File: config.mk
export PLATFORM = sky130hd
export DESIGN_NAME = krk_fifo
export DESIGN_NICKNAME = d
export VERILOG_FILES = /design/src/hw/rtl/krk_pkg.sv /design/src/hw/rtl/krk_fifo.sv
export SDC_FILE = /design/constraint.sdc
export NUM_CORES = 1
export LEC_CHECK = 0
export BUFFER_PORTS_ARGS = -buffer_cell sky130_fd_sc_hd__buf_2
export CAP_MARGIN = 20
export CORE_MARGIN = 2
export CORE_UTILIZATION = 35
export DETAILED_ROUTE_END_ITERATION = 12
export SLEW_MARGIN = 30
export SYNTH_ARGS = -nofsm -noshare
export SYNTH_HDL_FRONTEND = slang
export SYNTH_SLANG_ARGS = --single-unit
export TNS_END_PERCENT = 30
File: constraint.sdc
create_clock -name clk -period 2.8 [get_ports clk]
set_input_delay 0.28 -clock clk [delete_from_list [all_inputs] [get_ports clk]]
set_output_delay 0.28 -clock clk [all_outputs]
set_load 0.01 [all_outputs]
File: src/hw/rtl/krk_pkg.sv
package krk_pkg;

    // vertex and weight widths are fixed by the beat fields
    localparam int NUM_VERTICES  = 64;
    localparam int VTX_BITS      = 6;
    localparam int WEIGHT_BITS   = 16;
    localparam int RANK_BITS     = 3;
    localparam int MAX_RESULTS   = NUM_VERTICES - 1;
    localparam int DEF_MAX_EDGES = 256;
    localparam int QUEUE_DEPTH   = 2;

    typedef logic [VTX_BITS-1:0]           vtx_t;
    typedef logic signed [WEIGHT_BITS-1:0] wgt_t;
    typedef logic [RANK_BITS-1:0]          rank_t;

    // classified edge beat handed from front to back
    typedef struct packed {
        vtx_t u;
        vtx_t v;
        wgt_t w;
        logic final_edge;
        logic in_range;
    } q_entry_t;

    typedef enum logic [3:0] {
        ST_IDLE,
        ST_SCAN,
        ST_FIND_U,
        ST_CHK_U,
        ST_FIND_V,
        ST_CHK_V,
        ST_JOIN_A,
        ST_JOIN_B,
        ST_EMIT,
        ST_FLUSH
    } back_state_t;

endpackage

File: src/hw/rtl/krk_fifo.sv
module krk_fifo
    import krk_pkg::*;
(
    input  logic     clk,
    input  logic     rst_n,
    input  logic     push,
    input  q_entry_t push_data,
    output logic     full,
    input  logic     pop,
    output logic     not_empty,
    output q_entry_t pop_data
);

    localparam int PW = (QUEUE_DEPTH > 1) ? $clog2(QUEUE_DEPTH) : 1;
    localparam int CW = $clog2(QUEUE_DEPTH + 1);

    q_entry_t        slot_reg [QUEUE_DEPTH];
    logic [PW-1:0]   wr_ptr_reg;
    logic [PW-1:0]   rd_ptr_reg;
    logic [CW-1:0]   count_reg;
    logic            do_push;
    logic            do_pop;

    assign full      = (count_reg == CW'(QUEUE_DEPTH));
    assign not_empty = (count_reg != '0);
    assign pop_data  = slot_reg[rd_ptr_reg];
    assign do_push   = push && !full;
    assign do_pop    = pop && not_empty;

    // storage
    always_ff @(posedge clk)
    begin
        if (do_push)
        begin
            slot_reg[wr_ptr_reg] <= push_data;
        end
    end

    // pointers and fill level
    always_ff @(posedge clk or negedge rst_n)
    begin
        if (!rst_n)
        begin
            wr_ptr_reg <= '0;
            rd_ptr_reg <= '0;
            count_reg  <= '0;
        end
        else
        begin
            if (do_push)
            begin
                wr_ptr_reg <= (wr_ptr_reg == PW'(QUEUE_DEPTH - 1)) ? '0 : wr_ptr_reg + 1'b1;
            end
            if (do_pop)
            begin
                rd_ptr_reg <= (rd_ptr_reg == PW'(QUEUE_DEPTH - 1)) ? '0 : rd_ptr_reg + 1'b1;
            end
            if (do_push && !do_pop)
            begin
                count_reg <= count_reg + 1'b1;
            end
            else if (do_pop && !do_push)
            begin
                count_reg <= count_reg - 1'b1;
            end
        end
    end

endmodule

==> flow_metrics.env <==
export IMPL_status="finished, final reports clean"
export IMPL_coreArea_sq_um=6680
export IMPL_clock_skew_ps=8.91
export IMPL_holdPathStages=1
export IMPL_clock_sinks=64
export IMPL_synth_net_count=147
export IMPL_finalInstanceArea_sq_um=2990
export IMPL_insertion_delay_ps=320
export IMPL_ys_seq_elements=64
export IMPL_hold_viol_final=0
export IMPL_dieArea_sq_um=7460
export IMPL_drtIter0Drc=69
export IMPL_path_clk_slew_ps=70
export IMPL_grt_overflow_total=0
export IMPL_ant_nets=0
export IMPL_fin_crit_ps=2000
export IMPL_timing_rr_end="slot_reg[1][20]"
export IMPL_synthCells=112
export IMPL_hold_path_class="input pin to flop"
export IMPL_reg2reg_slack_ps=1150
export IMPL_tightest_slew_ps=544
export IMPL_io_pins=66
export IMPL_fmax_mhz=499
export IMPL_start_util_pct=35.6
export IMPL_cts_tree="done"
export IMPL_synth_area_sq_um=2380
export IMPL_avgSynthCellArea_sq_um=21.2
export IMPL_cts_root_buf="clkbuf_8"
export IMPL_ctsLongestPathBuffers=2
export IMPL_grt_pass1_vias=1235
export IMPL_routed_wl_um=3980
export IMPL_drive_gt1_share_pct=57.7
export IMPL_multi_input_area_sq_um=440
export IMPL_synth_area_top_cells="edfxtp_1, mux2_2, dfrtp_1, buf_6, xnor2_1"
export IMPL_p_leak_nw=1.14
export IMPL_h_tree_depth=3
export IMPL_dp_hpwl_um=2520
export IMPL_rsz0062_at_grt="no"
export IMPL_grt_use_met2_pct=17.6
export IMPL_use_met3_pct=3.71
export IMPL_groute_usage_overall_pct=11.1
export IMPL_yosysTopAreaCellShare_pct=75.8
export IMPL_fp_dieH_um=86.4
export IMPL_antenna_cells=0
export IMPL_grt_max_degree=31
export IMPL_cap_violations=0
export IMPL_fin_tns_setup_ps=0
export IMPL_vias=1241
export IMPL_synth_top_area_cell="edfxtp_1"
export IMPL_ff_latch_area_sq_um=1900
export IMPL_crit_type="flop to output pin"
export IMPL_p_total_mw=2.99
export IMPL_n_fill_cell=600
export IMPL_pwr_density_cell_nw_per_um2=999
export IMPL_cp_max_fo=21
export IMPL_viasPerCell=4.53
export IMPL_place_area_sq_um=2820
export IMPL_required_ps=2520
export IMPL_setup_viol=0
export IMPL_die_w_um=86.4
export IMPL_grt_pass1_wl_um=6020
export IMPL_worstHoldStart="push_data[20]"
export IMPL_ctsResizeCount=0
export IMPL_place_congestion=0.675
export IMPL_min_to="slot_reg[0][20]"
export IMPL_worstRegToRegCells=3
export IMPL_finalNetCount=224
export IMPL_synth_yosys_warnings=0
export IMPL_busiest_layer="met2"
export IMPL_r2r_start="count_reg[0]"
export IMPL_worstSetupEndpointType="output pin"
export IMPL_rows=30
export IMPL_maxSlewViolCount=0
export IMPL_avgRoutedWirePerCell_um=14.5
export IMPL_ir_worst_vdd_v=0.000300
export IMPL_period_share_pct=71.6
export IMPL_antenna_found_initial=0
export IMPL_ys_seq_area_share_pct=80.0
export IMPL_grt_util_met1_pct=13.3
export IMPL_drc=0
export IMPL_slew_headroom_pct=63.7
export IMPL_largest_reg_flops=60
export IMPL_cts_made_buffers=9
export IMPL_crit_arrival_ps=1720
export IMPL_firstDrtPassIters=4
export IMPL_port_buffers=65
export IMPL_synth_cell_types=14
export IMPL_crit_path_start_kind="flop"
export IMPL_areaGrowthSynthToFinish_pct=25.8
worst max path at each step:
| stage | start | endpoint | slack (ps) | cells past startpoint |
|---|---|---|---|---|
| 2_1_floorplan | count_reg[0] | slot_reg[0][0] | 480 | 3 |
| 3_3_place_gp | count_reg[0] | slot_reg[1][12] | 1110 | 3 |
| 3_5_place_dp | rd_ptr_reg | pop_data[11] | 1100 | 3 |
| 4_1_cts | rd_ptr_reg | pop_data[11] | 750 | 3 |
| 5_1_grt | rd_ptr_reg | pop_data[11] | 680 | 3 |
| 6_report | rd_ptr_reg | pop_data[9] | 800 | 3 |
synthesized netlist by cell type, drive strengths merged:
cell / n
edfxtp: 60
mux2: 30
dfrtp: 4
buf: 3
xnor2: 3
inv: 2
nand2: 2
nor2: 2
xor2: 2
and3: 1
ha: 1
nand2b: 1
or2: 1
where the power goes:
part           internal (mW)  switching [mW]
logic                  0.471           0.468
clock network          0.311           0.328
registers               1.31          0.0950
timing repair:
item / 4_1_cts / 5_1_grt
hold buffers: 1 / 0
hold endpoints to repair: 4 / 0
setup buffers: 0 / 0
worst max-delay path, cell delays in order, from the launching register on:
cell and delay, ps:
dfrtp_1 660, buf_12 240, mux2_2 350, buf_2 140
routing by layer:
metal | part of all wire (%) | vias up
met3 | 5.2 | 4
met4 | 1.4 | 0
li1 | - | 580
met5 | 0 | -
met1 | 45 | 615
met2 | 49 | 42
kinds of logic after synthesis:
kind of cell	count (synthesis)	synth area share (%)
simple gates	7	1.63
buf+inv	5	1.74
fa+ha+maj	1	0.527
mux	30	14.2
xor+xnor	5	1.84
flops	64	80.0
metrics by stage:
stage	util, %	cells	setup WS, ps	hold WS [ps]
after floorplan	-	112	480	-15.6
after global placement	42.2	257	1110	97.6
after detailed placement	42.2	257	1100	99.1
after CTS	44.7	274	746	122
after global routing	44.7	274	679	120
final	44.7	274	796	141
area by class of cell:
cell class                      instances  share of cell area (%)
Sequential cell                        64                    63.7
Multi-Input combinational cell         43                    14.7
Timing Repair Buffer                   69                    12.8
Clock buffer                           11                    4.40
Tap cell                               80                    3.35
Clock inverter                          5                   0.796
Inverter                                2                   0.251
placed cells by master, fill, tap and decap left out, drive strengths merged, types with 2 or more instances in the layout:
cell / Yosys / layout
buf: 3 / 68
edfxtp: 60 / 60
mux2: 30 / 30
clkbuf: 0 / 11
dfrtp: 4 / 4
clkinv: 0 / 4
xnor2: 3 / 3
inv: 2 / 2
xor2: 2 / 2
nand2: 2 / 2
nor2: 2 / 2
Note: power is estimated with default switching activity, not from simulation.
